## config.mk

```make
export PLATFORM = sky130hd
export DESIGN_NAME = fraction_sum_reducer_top
export DESIGN_NICKNAME = d
export VERILOG_FILES = /design/src/rtl/core/fsr_pkg.sv /design/src/rtl/core/fraction_sum_reducer_top.sv /design/src/rtl/core/fsr_ctrl.sv /design/src/rtl/core/fsr_dpath.sv
export SDC_FILE = /design/constraint.sdc
export NUM_CORES = 2
export LEC_CHECK = 0
export ABC_CLOCK_PERIOD_IN_PS = 12300
export BUFFER_PORTS_ARGS = -buffer_cell sky130_fd_sc_hd__buf_2
export CAP_MARGIN = 40
export CORE_UTILIZATION = 60
export DETAILED_ROUTE_END_ITERATION = 6
export PLACE_DENSITY_LB_ADDON = 0.12
export REMOVE_ABC_BUFFERS = 1
export SYNTH_ARGS = -nofsm -noshare
export SYNTH_HDL_FRONTEND = slang
export SYNTH_SLANG_ARGS = --single-unit
```

## constraint.sdc

```tcl
create_clock -name i_clk -period 12.3 [get_ports i_clk]
set_input_delay 1.23 -clock i_clk [delete_from_list [all_inputs] [get_ports i_clk]]
set_output_delay 1.23 -clock i_clk [all_outputs]
set_load 0.01 [all_outputs]
```

## src/rtl/core/fsr_pkg.sv

```systemverilog
`timescale 1ns / 1ps
// ----------------------------------------------------------------------------
// fsr_pkg: shared types and constants of the fraction sum reducer
// Character codes, parser phase, controller states and the command and
// status groups that join the controller and the datapath.
// ----------------------------------------------------------------------------
package fsr_pkg;

    localparam logic [7:0] CH_ZERO  = 8'h30;  // '0'
    localparam logic [7:0] CH_NINE  = 8'h39;  // '9'
    localparam logic [7:0] CH_PLUS  = 8'h2B;  // '+'
    localparam logic [7:0] CH_MINUS = 8'h2D;  // '-'
    localparam logic [7:0] CH_SLASH = 8'h2F;  // '/'
    localparam int unsigned DEC_BASE = 10;

    typedef enum logic [1:0] {
        PH_IDLE = 2'd0,
        PH_NUM  = 2'd1,
        PH_DEN  = 2'd2
    } t_phase;

    typedef enum logic [1:0] {
        MS_P1 = 2'd0,   // |acc num| * term den
        MS_P2 = 2'd1,   // acc den * term num
        MS_ND = 2'd2    // acc den * term den
    } t_mul_slot;

    typedef enum logic [9:0] {
        S_IDLE     = 10'b00_0000_0001,
        S_MUL1     = 10'b00_0000_0010,
        S_MUL2     = 10'b00_0000_0100,
        S_MUL3     = 10'b00_0000_1000,
        S_ACCUM    = 10'b00_0001_0000,
        S_GCD_LOAD = 10'b00_0010_0000,
        S_GCD      = 10'b00_0100_0000,
        S_DIV_N    = 10'b00_1000_0000,
        S_DIV_D    = 10'b01_0000_0000,
        S_OUT      = 10'b10_0000_0000
    } t_state;

    typedef struct packed {
        logic      accept;
        logic      mul_en;
        t_mul_slot mul_slot;
        logic      accum;
        logic      gcd_load;
        logic      gcd_step;
        logic      div_start;
        logic      div_den;
        logic      div_step;
        logic      out_load;
    } t_cmd;

    typedef struct packed {
        logic go_finish;    // accepted word closes a term
        logic in_last;      // accepted word carries the end mark
        logic last;         // term being finished was closed by the end mark
        logic skip_reduce;  // sum is zero or overflowed: no reduction
        logic gcd_done;
        logic div_done;
    } t_status;

endpackage

```

## src/rtl/core/fraction_sum_reducer_top.sv

```systemverilog
`timescale 1ns / 1ps
// ----------------------------------------------------------------------------
// fraction_sum_reducer_top: text-fed rational sum with GCD reduction
// Adds a sum of signed fractions given one ASCII character per word and
// emits the reduced numerator and denominator after the end mark.
// ----------------------------------------------------------------------------
// Feed the expression one character per input word, e.g. "-1/2+1/3", and
// raise i_end_of_expr on its last character. Digits, '+', '-' and '/' are
// parsed; every other character is dropped. A digit, slash or dropped
// character without the end mark is taken with no stall. A sign that
// closes a term steps through MUL1, MUL2, MUL3 and ACCUM: the single shared
// multiplier forms the three cross products and ACCUM folds them into the
// running fraction. The end mark adds the open term, then reduces: a binary
// GCD loop followed by two restoring divisions, one quotient bit per cycle.
// A zero or overflowed sum skips the reduction. The result sits in an
// output register, so the next expression can stream in while it waits;
// the input stalls while a term is closed or a sum reduced, and also once
// the next end mark has been taken and its result is ready while that
// register is still full.
// Zero is given as 0/1, and o_overflow is set with 0/1 when the sum leaves
// the accumulator or the reduced result does not fit 32 signed / 31 unsigned
// bits.
// ----------------------------------------------------------------------------
module fraction_sum_reducer_top
    import fsr_pkg::*;
#(
    parameter int ACC_WIDTH     = 48,
    parameter int OPERAND_WIDTH = 8
) (
    input  logic               i_clk,
    input  logic               i_rst_n,
    // character input
    input  logic               i_in_valid,
    output logic               o_in_stall,
    input  logic [7:0]         i_char_code,
    input  logic               i_end_of_expr,
    // result output
    output logic               o_out_valid,
    input  logic               i_out_stall,
    output logic signed [31:0] o_sum_numerator,
    output logic [30:0]        o_sum_denominator,
    output logic               o_overflow
);

    t_cmd    cmd;
    t_status status;

    // sequencer: handshakes and step order
    fsr_ctrl u_ctrl (
        .i_clk       (i_clk),
        .i_rst_n     (i_rst_n),
        .i_in_valid  (i_in_valid),
        .o_in_stall  (o_in_stall),
        .o_out_valid (o_out_valid),
        .i_out_stall (i_out_stall),
        .i_status    (status),
        .o_cmd       (cmd)
    );

    // parser, accumulator, reduction and result register
    fsr_dpath #(
        .ACC_WIDTH     (ACC_WIDTH),
        .OPERAND_WIDTH (OPERAND_WIDTH)
    ) u_dpath (
        .i_clk             (i_clk),
        .i_rst_n           (i_rst_n),
        .i_char_code       (i_char_code),
        .i_end_of_expr     (i_end_of_expr),
        .i_cmd             (cmd),
        .o_status          (status),
        .o_sum_numerator   (o_sum_numerator),
        .o_sum_denominator (o_sum_denominator),
        .o_overflow        (o_overflow)
    );

endmodule

```

## src/rtl/core/fsr_ctrl.sv

```systemverilog
`timescale 1ns / 1ps
// ----------------------------------------------------------------------------
// fsr_ctrl: sequencer of the fraction sum reducer
// One-hot state machine that steps the datapath through parse, term
// accumulation, GCD reduction and result hand-off.
// ----------------------------------------------------------------------------
module fsr_ctrl
    import fsr_pkg::*;
(
    input  logic    i_clk,
    input  logic    i_rst_n,
    input  logic    i_in_valid,
    output logic    o_in_stall,
    output logic    o_out_valid,
    input  logic    i_out_stall,
    input  t_status i_status,
    output t_cmd    o_cmd
);

    t_state r_state;
    t_state n_state;
    logic   r_out_valid;
    logic   out_free;

    // output register can take a word when empty or being drained now
    assign out_free    = !r_out_valid || !i_out_stall;
    assign o_in_stall  = (r_state != S_IDLE);
    assign o_out_valid = r_out_valid;

    always_comb begin
        n_state = r_state;
        o_cmd   = '0;
        unique case (r_state)
            S_IDLE: begin
                if (i_in_valid) begin
                    o_cmd.accept = 1'b1;
                    if (i_status.go_finish) begin
                        n_state = S_MUL1;
                    end else if (i_status.in_last) begin
                        n_state = S_GCD_LOAD;
                    end
                end
            end
            S_MUL1: begin
                o_cmd.mul_en   = 1'b1;
                o_cmd.mul_slot = MS_P1;
                n_state        = S_MUL2;
            end
            S_MUL2: begin
                o_cmd.mul_en   = 1'b1;
                o_cmd.mul_slot = MS_P2;
                n_state        = S_MUL3;
            end
            S_MUL3: begin
                o_cmd.mul_en   = 1'b1;
                o_cmd.mul_slot = MS_ND;
                n_state        = S_ACCUM;
            end
            S_ACCUM: begin
                o_cmd.accum = 1'b1;
                n_state     = i_status.last ? S_GCD_LOAD : S_IDLE;
            end
            S_GCD_LOAD: begin
                o_cmd.gcd_load = 1'b1;
                n_state        = i_status.skip_reduce ? S_OUT : S_GCD;
            end
            S_GCD: begin
                if (i_status.gcd_done) begin
                    o_cmd.div_start = 1'b1;
                    n_state         = S_DIV_N;
                end else begin
                    o_cmd.gcd_step = 1'b1;
                end
            end
            S_DIV_N: begin
                if (i_status.div_done) begin
                    o_cmd.div_start = 1'b1;
                    o_cmd.div_den   = 1'b1;
                    n_state         = S_DIV_D;
                end else begin
                    o_cmd.div_step = 1'b1;
                end
            end
            S_DIV_D: begin
                if (i_status.div_done) begin
                    n_state = S_OUT;
                end else begin
                    o_cmd.div_step = 1'b1;
                end
            end
            S_OUT: begin
                if (out_free) begin
                    o_cmd.out_load = 1'b1;
                    n_state        = S_IDLE;
                end
            end
            default: begin
                n_state = S_IDLE;
            end
        endcase
    end

    always_ff @(posedge i_clk) begin
        if (!i_rst_n) begin
            r_state     <= S_IDLE;
            r_out_valid <= 1'b0;
        end else begin
            r_state <= n_state;
            if (o_cmd.out_load) begin
                r_out_valid <= 1'b1;
            end else if (!i_out_stall) begin
                r_out_valid <= 1'b0;
            end
        end
    end

endmodule

```

## src/rtl/core/fsr_dpath.sv

```systemverilog
`timescale 1ns / 1ps
// ----------------------------------------------------------------------------
// fsr_dpath: datapath of the fraction sum reducer
// Character parser, sign-magnitude accumulator with one shared multiplier,
// binary GCD unit, restoring divider and the result register.
// ----------------------------------------------------------------------------
module fsr_dpath
    import fsr_pkg::*;
#(
    parameter int ACC_WIDTH     = 48,
    parameter int OPERAND_WIDTH = 8
) (
    input  logic               i_clk,
    input  logic               i_rst_n,
    input  logic [7:0]         i_char_code,
    input  logic               i_end_of_expr,
    input  t_cmd               i_cmd,
    output t_status            o_status,
    output logic signed [31:0] o_sum_numerator,
    output logic [30:0]        o_sum_denominator,
    output logic               o_overflow
);

    localparam int W  = ACC_WIDTH - 1;           // magnitude width
    localparam int PW = W + OPERAND_WIDTH;       // full product width
    localparam int GW = OPERAND_WIDTH + 4;       // operand growth width
    localparam int CW = $clog2(W + 1);

    function automatic logic [OPERAND_WIDTH-1:0] grow(
        input logic [OPERAND_WIDTH-1:0] v,
        input logic [3:0]               d
    );
        logic [GW-1:0] r;
        r = GW'(v) * GW'(DEC_BASE) + GW'(d);
        grow = (|r[GW-1:OPERAND_WIDTH]) ? '1 : r[OPERAND_WIDTH-1:0];
    endfunction

    // parser and accumulator state
    t_phase                   r_phase;
    logic                     r_term_neg;
    logic [OPERAND_WIDTH-1:0] r_term_num;
    logic [OPERAND_WIDTH-1:0] r_term_den;
    logic                     r_pend_sign;
    logic                     r_pend_neg;
    logic                     r_last;
    logic                     r_acc_neg;
    logic [W-1:0]             r_acc_mag;
    logic [W-1:0]             r_acc_den;
    logic                     r_acc_ovf;

    // products
    logic [W-1:0]             r_p1;
    logic [W-1:0]             r_p2;
    logic [W-1:0]             r_nd;
    logic                     r_mul_ovf;

    // GCD and divider
    logic [W-1:0]             r_ga;
    logic [W-1:0]             r_gb;
    logic [CW-1:0]            r_gk;
    logic [W-1:0]             r_dv_rem;
    logic [W-1:0]             r_dv_quo;
    logic [W-1:0]             r_dv_div;
    logic [CW-1:0]            r_dv_cnt;
    logic [W-1:0]             r_qn;

    // result
    logic [31:0]              r_out_num;
    logic [30:0]              r_out_den;
    logic                     r_out_ovf;

    logic                     is_digit;
    logic                     is_slash;
    logic                     is_minus;
    logic                     is_sign;
    logic [7:0]               digit_full;
    logic                     term_open;
    logic [OPERAND_WIDTH-1:0] td_eff;
    logic [W-1:0]             mul_a;
    logic [OPERAND_WIDTH-1:0] mul_b;
    logic [PW-1:0]            prod;
    logic                     prod_big;
    logic [W:0]               fin_mag;
    logic                     fin_neg;
    logic                     fin_ovf;
    logic                     acc_zero;
    logic [W-1:0]             g_val;
    logic [W:0]               trial;
    logic [W:0]               trial_sub;
    logic                     trial_ge;
    logic [W-1:0]             lim_num;
    logic                     range_bad;
    logic [31:0]              qn_low;

    // ---- input decode ----
    assign digit_full = i_char_code - CH_ZERO;
    assign is_digit   = (i_char_code >= CH_ZERO) && (i_char_code <= CH_NINE);
    assign is_slash   = (i_char_code == CH_SLASH);
    assign is_minus   = (i_char_code == CH_MINUS);
    assign is_sign    = is_minus || (i_char_code == CH_PLUS);
    assign term_open  = (r_phase != PH_IDLE);

    // ---- shared multiplier ----
    assign td_eff   = (r_term_den == '0) ? OPERAND_WIDTH'(1) : r_term_den;
    assign mul_a    = (i_cmd.mul_slot == MS_P1) ? r_acc_mag : r_acc_den;
    assign mul_b    = (i_cmd.mul_slot == MS_P2) ? r_term_num : td_eff;
    assign prod     = PW'(mul_a) * PW'(mul_b);
    assign prod_big = |prod[PW-1:W];

    // ---- signed combine of the cross products ----
    always_comb begin
        if (r_acc_neg == r_term_neg) begin
            fin_mag = {1'b0, r_p1} + {1'b0, r_p2};
            fin_neg = r_acc_neg;
        end else if (r_p1 >= r_p2) begin
            fin_mag = {1'b0, r_p1 - r_p2};
            fin_neg = r_acc_neg;
        end else begin
            fin_mag = {1'b0, r_p2 - r_p1};
            fin_neg = r_term_neg;
        end
    end
    assign fin_ovf  = r_mul_ovf || fin_mag[W];
    assign acc_zero = (r_acc_mag == '0);

    // ---- GCD and divider helpers ----
    assign g_val     = r_ga << r_gk;
    assign trial     = {r_dv_rem, r_dv_quo[W-1]};
    assign trial_sub = trial - {1'b0, r_dv_div};
    assign trial_ge  = (trial >= {1'b0, r_dv_div});

    // ---- result range ----
    assign lim_num   = r_acc_neg ? W'(33'h0_8000_0000) : W'(32'h7FFF_FFFF);
    assign range_bad = (r_dv_quo > W'(32'h7FFF_FFFF)) || (r_qn > lim_num);
    assign qn_low    = r_qn[31:0];

    assign o_status.go_finish   = i_end_of_expr ? (is_digit || is_slash || term_open)
                                                : (is_sign && term_open);
    assign o_status.in_last     = i_end_of_expr;
    assign o_status.last        = r_last;
    assign o_status.skip_reduce = r_acc_ovf || acc_zero;
    assign o_status.gcd_done    = (r_ga == r_gb);
    assign o_status.div_done    = (r_dv_cnt == CW'(W));

    // ---- parser and accumulator ----
    always_ff @(posedge i_clk) begin
        if (!i_rst_n) begin
            r_phase     <= PH_IDLE;
            r_term_neg  <= 1'b0;
            r_term_num  <= '0;
            r_term_den  <= '0;
            r_pend_sign <= 1'b0;
            r_pend_neg  <= 1'b0;
            r_last      <= 1'b0;
            r_acc_neg   <= 1'b0;
            r_acc_mag   <= '0;
            r_acc_den   <= W'(1);
            r_acc_ovf   <= 1'b0;
        end else begin
            if (i_cmd.accept) begin
                r_last      <= i_end_of_expr;
                r_pend_sign <= is_sign;
                r_pend_neg  <= is_minus;
                if (is_digit) begin
                    if (r_phase == PH_DEN) begin
                        r_term_den <= grow(r_term_den, digit_full[3:0]);
                    end else begin
                        r_phase    <= PH_NUM;
                        r_term_num <= grow(r_term_num, digit_full[3:0]);
                    end
                end else if (is_slash) begin
                    r_phase <= PH_DEN;
                end else if (is_sign && !term_open) begin
                    r_term_neg <= is_minus;
                end
            end
            if (i_cmd.accum) begin
                if (!r_acc_ovf) begin
                    if (fin_ovf) begin
                        r_acc_ovf <= 1'b1;
                    end else begin
                        r_acc_mag <= fin_mag[W-1:0];
                        r_acc_neg <= fin_neg && (|fin_mag[W-1:0]);
                        r_acc_den <= r_nd;
                    end
                end
                // close the term, then apply the sign that closed it
                r_phase    <= PH_IDLE;
                r_term_num <= '0;
                r_term_den <= '0;
                r_term_neg <= r_pend_sign && r_pend_neg;
            end
            if (i_cmd.out_load) begin
                r_phase     <= PH_IDLE;
                r_term_neg  <= 1'b0;
                r_term_num  <= '0;
                r_term_den  <= '0;
                r_pend_sign <= 1'b0;
                r_pend_neg  <= 1'b0;
                r_last      <= 1'b0;
                r_acc_neg   <= 1'b0;
                r_acc_mag   <= '0;
                r_acc_den   <= W'(1);
                r_acc_ovf   <= 1'b0;
            end
        end
    end

    // ---- products, GCD, divider, result ----
    always_ff @(posedge i_clk) begin
        if (i_cmd.mul_en) begin
            unique case (i_cmd.mul_slot)
                MS_P1: begin
                    r_p1      <= prod[W-1:0];
                    r_mul_ovf <= prod_big;
                end
                MS_P2: begin
                    r_p2      <= prod[W-1:0];
                    r_mul_ovf <= r_mul_ovf || prod_big;
                end
                MS_ND: begin
                    r_nd      <= prod[W-1:0];
                    r_mul_ovf <= r_mul_ovf || prod_big;
                end
                default: begin
                    r_mul_ovf <= 1'b1;
                end
            endcase
        end

        if (i_cmd.gcd_load) begin
            r_ga <= r_acc_mag;
            r_gb <= r_acc_den;
            r_gk <= '0;
        end else if (i_cmd.gcd_step) begin
            priority if (!r_ga[0] && !r_gb[0]) begin
                r_ga <= r_ga >> 1;
                r_gb <= r_gb >> 1;
                r_gk <= r_gk + CW'(1);
            end else if (!r_ga[0]) begin
                r_ga <= r_ga >> 1;
            end else if (!r_gb[0]) begin
                r_gb <= r_gb >> 1;
            end else if (r_ga > r_gb) begin
                r_ga <= (r_ga - r_gb) >> 1;
            end else begin
                r_gb <= (r_gb - r_ga) >> 1;
            end
        end

        if (i_cmd.div_start) begin
            r_dv_rem <= '0;
            r_dv_cnt <= '0;
            if (i_cmd.div_den) begin
                r_qn     <= r_dv_quo;
                r_dv_quo <= r_acc_den;
            end else begin
                r_dv_quo <= r_acc_mag;
                r_dv_div <= g_val;
            end
        end else if (i_cmd.div_step) begin
            r_dv_rem <= trial_ge ? trial_sub[W-1:0] : trial[W-1:0];
            r_dv_quo <= {r_dv_quo[W-2:0], trial_ge};
            r_dv_cnt <= r_dv_cnt + CW'(1);
        end

        if (i_cmd.out_load) begin
            priority if (r_acc_ovf) begin
                r_out_num <= '0;
                r_out_den <= 31'd1;
                r_out_ovf <= 1'b1;
            end else if (acc_zero) begin
                r_out_num <= '0;
                r_out_den <= 31'd1;
                r_out_ovf <= 1'b0;
            end else if (range_bad) begin
                r_out_num <= '0;
                r_out_den <= 31'd1;
                r_out_ovf <= 1'b1;
            end else begin
                r_out_num <= r_acc_neg ? (32'd0 - qn_low) : qn_low;
                r_out_den <= r_dv_quo[30:0];
                r_out_ovf <= 1'b0;
            end
        end
    end

    assign o_sum_numerator   = $signed(r_out_num);
    assign o_sum_denominator = r_out_den;
    assign o_overflow        = r_out_ovf;

endmodule

```

# Yosys cells after proc, flatten, opt, wreduce, memory -nomap -nowiden
# Index checks and enable logic that the tools add are counted.
# totals
regBits	629
input_bits	13
output_inout_bits	66
wordCells	212
# classes
n_addsub	12
n_mul	3
n_lt_le_gt_ge	7
eq_ne	33
shifts	1
mux	68
bitwise_logic	5
n_reduce_logical	53
# ops
cell	count
47-bit 2-to-1 mux	18
47-bit subtractor	5
10-bit one-hot mux with 10 select lines	1
47-bit greater-than comparator	2
10-bit 2-to-1 mux	8
32-bit 2-to-1 mux	2
47-bit by 8-bit multiplier with 55-bit output	1
47-bit by 47-bit adder with 48-bit output	1
48-bit by 47-bit >= comparator with 1-bit output	1
48-bit 2-to-1 mux	1
47-bit equality test	1
47-bit >= comparator	1
47-bit by 31-bit greater-than comparator with 1-bit output (second input constant)	1
47-bit logical NOT	1
47-bit OR reduction	1
47-bit by 6-bit left shift with 47-bit output	1
8-bit 2-to-1 mux	4
1-bit by 32-bit subtractor with 32-bit output (first input constant)	1
1-bit 2-to-1 mux	26
12-bit by 4-bit adder with 12-bit output	2
8-bit by 6-bit equality test with 1-bit output (second input constant)	3
8-bit by 3-bit multiplier with 11-bit output (second input constant)	2
3-bit AND reduction	6
2-bit inequality test (second input constant)	7
other kinds (41)	85

# Depth between registers and ports, before layout
# logic_depth
word_depth	8
depth_mapped	34
ltp_nobuf	30

# Hierarchy
# A second synthesis with hierarchy kept.
# unflattened
cells_unflattened	6451
area_unflattened_um2	56347.8
# modules_own_cells
module	instances	cells_per_inst	area_per_inst_um2	seq_area_each_um2
fsr_dpath	1	6362	55649.6	16786.1
fsr_ctrl	1	89	698.2	220.2

# Worst setup path after synthesis
# No wires, ideal clock.
# synth_path
path_kind	reg-to-reg
startpoint	register u_ctrl.r_state[5]
endpoint	register u_dpath.r_mul_ovf, data pin
setup_time_ps	269
arrival_time_ps	8873
required_time_ps	12031
setup_slack_ps	3159
path_stages_with_launch	33
path_buffers	4
period_less_slack_ps	9141
cell_sequence	dfxtp_1 > clkbuf_1 > nor4_1 > nand2_1 > nor3_1 > nand3b_1 > inv_1 > ha_1 > clkbuf_1 > mux2i_1 > clkbuf_1 > clkbuf_1 > nor2_1 > fa_1 > inv_1 > fa_1 > inv_1 > fa_1 > fa_1 > ha_1 > o21a_1 > o31a_1 > o21ai_0 > o21a_1 > o31ai_1 > a31o_2 > a21oi_1 > nand2b_1 > a21boi_0 > a2111oi_0 > nand4b_1 > o31ai_1 > a22oi_1
# synth_via
elab_chain_len	8
word_cells_on_any_way	14
classes_between	1 x mul; 5 x eq/ne; 4 x mux; 4 x reduce/logical
# synth_lines
element	line	source
from (decl)	fsr_ctrl.sv:20	t_state r_state;
from (signal assigned)	fsr_ctrl.sv:108	r_state <= n_state;
10-bit by 4-bit equality test with 1-bit output (tied with other cells)	fsr_ctrl.sv:33	unique case (r_state)
3-bit one-hot mux with 3 select lines *	fsr_ctrl.sv:33	
2-bit by 1-bit equality test with 1-bit output or 2-bit logical NOT (tied branches)	fsr_dpath.sv:106, fsr_dpath.sv:212, fsr_dpath.sv:105	
8-bit 2-to-1 mux or 47-bit 2-to-1 mux (tied branches)	fsr_dpath.sv:106, fsr_dpath.sv:105	
47-bit by 8-bit multiplier with 55-bit output	fsr_dpath.sv:107	assign prod = PW'(mul_a) * PW'(mul_b);
8-bit OR reduction	fsr_dpath.sv:108	assign prod_big = |prod[PW-1:W];
1-bit logical OR	fsr_dpath.sv:219, fsr_dpath.sv:223	
1-bit one-hot mux with 2 select lines *	fsr_dpath.sv:212	unique case (i_cmd.mul_slot)
to (signal assigned)	fsr_dpath.sv:215	r_mul_ovf <= prod_big;
to (signal assigned)	fsr_dpath.sv:219	r_mul_ovf <= r_mul_ovf || prod_big;
to (signal assigned)	fsr_dpath.sv:223	r_mul_ovf <= r_mul_ovf || prod_big;
to (decl)	fsr_dpath.sv:55	logic r_mul_ovf;
# Mark *: on every way between the ends. The rest lies on a longest branch, timed or not.
# A chain may end at the register's enable or synchronous reset.

# Worst setup path in the final report
# Ends and elaborated chain as after synthesis.

==> flow_summary.ini <==
[layout]
fin_util = 0.652
syn2layout_area_growth_pct = 7.31
nFillCells = 8057
drive_above_1_share = 0.0761
nets = 7193

[die]
io_pins = 79
rows = 112
core_area_um2 = 93600
start_util = 0.608
die_w_um = 310
die_area_um2 = 96000
dieHeight_um = 310

[yosys]
ys_seq_elements = 629
ys_types = 104
synth_warnings = 0
synth_area_per_cell_um2 = 8.67
synth.most_common_cell = nor2_1
async_reset_ff_frac = 0
synth_area_leader_cell = edfxtp_1
synth.area.top_cells = edfxtp_1 (23%), fa_1 (9.9%), ha_1 (9.4%), dfxtp_1 (6.6%), a21oi_1 (5.2%)
synth_edf_count = 441
synthCells = 6560
synth_commonest_cells = nor2_1 (762), nand2_1 (607), a21oi_1 (596)
ys_seq_area_frac = 0.299
synth_flop_cell = edfxtp_1
synth_top_area_frac = 0.233
syn_area_um2 = 56900

[placement]
port_buffers = 78
dp_hpwl_um = 142000
gp_congestion = 1.02
pre_cts_slack_ns = 3.09

[detailed_routing]
route.top_layer_used = met5
first_iter_violations = 6341
vias = 50400
dr_wl_met3_um = 18100
wirelength_um = 186000
route.met2.wl_um = 82800
wl_met1_um = 76000
route.detailed.drc = 42
drt-wirelength-per-cell_um = 23.9
viasPerCell = 6.47
ant_nets = 0
drtPass1Iterations = 7

[timing]
finalCriticalPeriod_ns = 9.32
skew_ns = 0.0337
fmax_mhz = 107
final.setup.worst_slack_ns = 2.98
timing.slew.headroom = 0.314
slew_viol_final = 0
tns_ns = 0
hold_violations = 0
rsz0062_at_grt = no
setup_viol = 0
tightest_slew_ns = 1.02
finalCritPeriodShare = 0.758

[worst_setup_path]
slowest_delay_ns = 0.60
end_kind = flip-flop
crit_slowest_cell = nor4_1
crit_path_start_kind = flip-flop
worstPathArrival_ns = 9.71
required_ns = 12.69
cpMostUsedCell = fa_1
worst-setup-path-type = flip-flop to flip-flop
crit_fanout = 38

[outcome]
violations = design-rule violations
status = finished, violations left

[pwr]
ir_worst_vdd_v = 0.0000910
power.density_nw_per_um2 = 87.4
cellLeakagePower_nw = 26.0

[global_route]
grt_pass1_wl_um = 282000
grt_pass1_vias = 47300
antenna_found_initial = 6
grt_max_degree = 79
overflow = 0
grt_use_total = 0.383

[clocking]
post_cts_buffers = 0
clkTransAtPathRegs_ns = 0.06
insertion_delay_ns = 0.65
cts_root_buffer = clkbuf_16
clock_path_buffers = 3
htreeDepth = 3
cts_sinks = 629
cts_hold_buffers = 0
cts_made_buffers = 70
cts_tree = done
ctsResizeCount = 0

[run]
maxCapViolations = 0

[min_path]
hold_class = flip-flop to flip-flop
[power breakdown]
part	leakage, nW	total (W)	switching, W	internal, W
Sequential	5.33	0.00233	0.0000231	0.00230
Clock	1.21	0.00225	0.000913	0.00134
Combinational	19.5	0.000757	0.000492	0.000265
[through the flow]
stage	instance area [um^2]	power [W]	hold slack, ns	cells
after floorplan	55500	0.00288	0.435	6213
after global placement	58400	0.00310	0.443	7637
after detailed placement	58500	0.00310	0.447	7655
after CTS	61000	0.00534	0.455	7784
after global routing	61000	0.00549	0.480	7785
final	61000	0.00533	0.458	7787
[layer usage]
layer,vias up,track usage
li1,23000,-
met4,8,0.167
met3,500,0.0701
met5,-,0
met1,24500,0.524
met2,2475,0.595
[placed cells by master, fill, tap and decap left out, types with 81 or more instances in the layout]
cell type	netlist	layout
buf_2	49	81
fa_1	280	280
ha_1	426	423
o21ai_0	315	315
a21o_1	180	180
a21oi_1	596	593
inv_1	554	553
nand3_1	87	87
nor2_1	762	758
nand2b_1	91	89
mux2i_1	111	105
buf_4	2	103
edfxtp_1	441	441
nor3_1	135	134
dfxtp_1	188	185
xnor2_1	139	138
xor2_1	109	108
nand2_1	607	605
[path summary, 6_finish.rpt]
path                                        from                               to  slack, ns  cells after the start
setup / recovery  u_ctrl.r_state[5]$_SDFFE_PN0P_  u_dpath.r_mul_ovf$_SDFFCE_PN1P_       2.98                     28
hold / removal       u_dpath.r_last$_SDFFE_PP0P_      u_dpath.r_last$_SDFFE_PP0P_       0.46                      2
setup reg to reg  u_ctrl.r_state[5]$_SDFFE_PN0P_  u_dpath.r_mul_ovf$_SDFFCE_PN1P_       2.98                     28
hold reg to reg      u_dpath.r_last$_SDFFE_PP0P_      u_dpath.r_last$_SDFFE_PP0P_       0.46                      2
[kinds of logic after synthesis]
group | after synthesis | share of synthesized area
and+or+nand+nor | 2169 | 0.177
AOI/OAI and AO/OA | 1734 | 0.194
xor gates and xnor gates | 248 | 0.0382
adders and majority gates | 706 | 0.192
muxes | 168 | 0.0381
DFF | 629 | 0.299
buffers and inverters | 906 | 0.0613
[state kept, by name, summed over array words and instances, names as in the netlist, 6 cells and up]
signal and flops:
u_dpath.r_gk 6, u_dpath.r_dv_cnt 6, u_dpath.r_term_num 8, u_dpath.o_sum_denominator 31, u_dpath.r_p2 47, u_dpath.r_dv_quo 47, u_dpath.r_dv_div 47, u_dpath.r_gb 47
u_dpath.r_nd 47, u_dpath.r_acc_den 47, u_dpath.r_qn 47, u_dpath.r_acc_mag 47, u_ctrl.r_state 10, u_dpath.o_sum_numerator 32, u_dpath.r_term_den 8, u_dpath.r_dv_rem 47
u_dpath.r_p1 47, u_dpath.r_ga 47
[final cells by class]
cell class	instances	area [um^2]	share of cell area
sequential	629	17000	0.279
tap	1254	1570	0.0257
multi-input combinational	5025	36600	0.600
antenna	2	5.00	0.0000820
timing repair buffer	189	1250	0.0205
clock inverter	27	362	0.00592
inverter	559	2100	0.0344
clock buffer	102	2120	0.0348
[critical path: cells and delay by family, from the launching register on]
| family | cells | cell delay, ns |
|---|---|---|
| buffers and inverters | 3 | 0.69 |
| DFF | 1 | 0.38 |
| AOI/OAI and AO/OA | 10 | 2.62 |
| and+or+nand+nor | 7 | 2.23 |
| xor gates and xnor gates | 1 | 0.18 |
| adders and majority gates | 6 | 2.67 |
| muxes | 1 | 0.22 |
No activity file was read; power rests on OpenSTA's default activity.
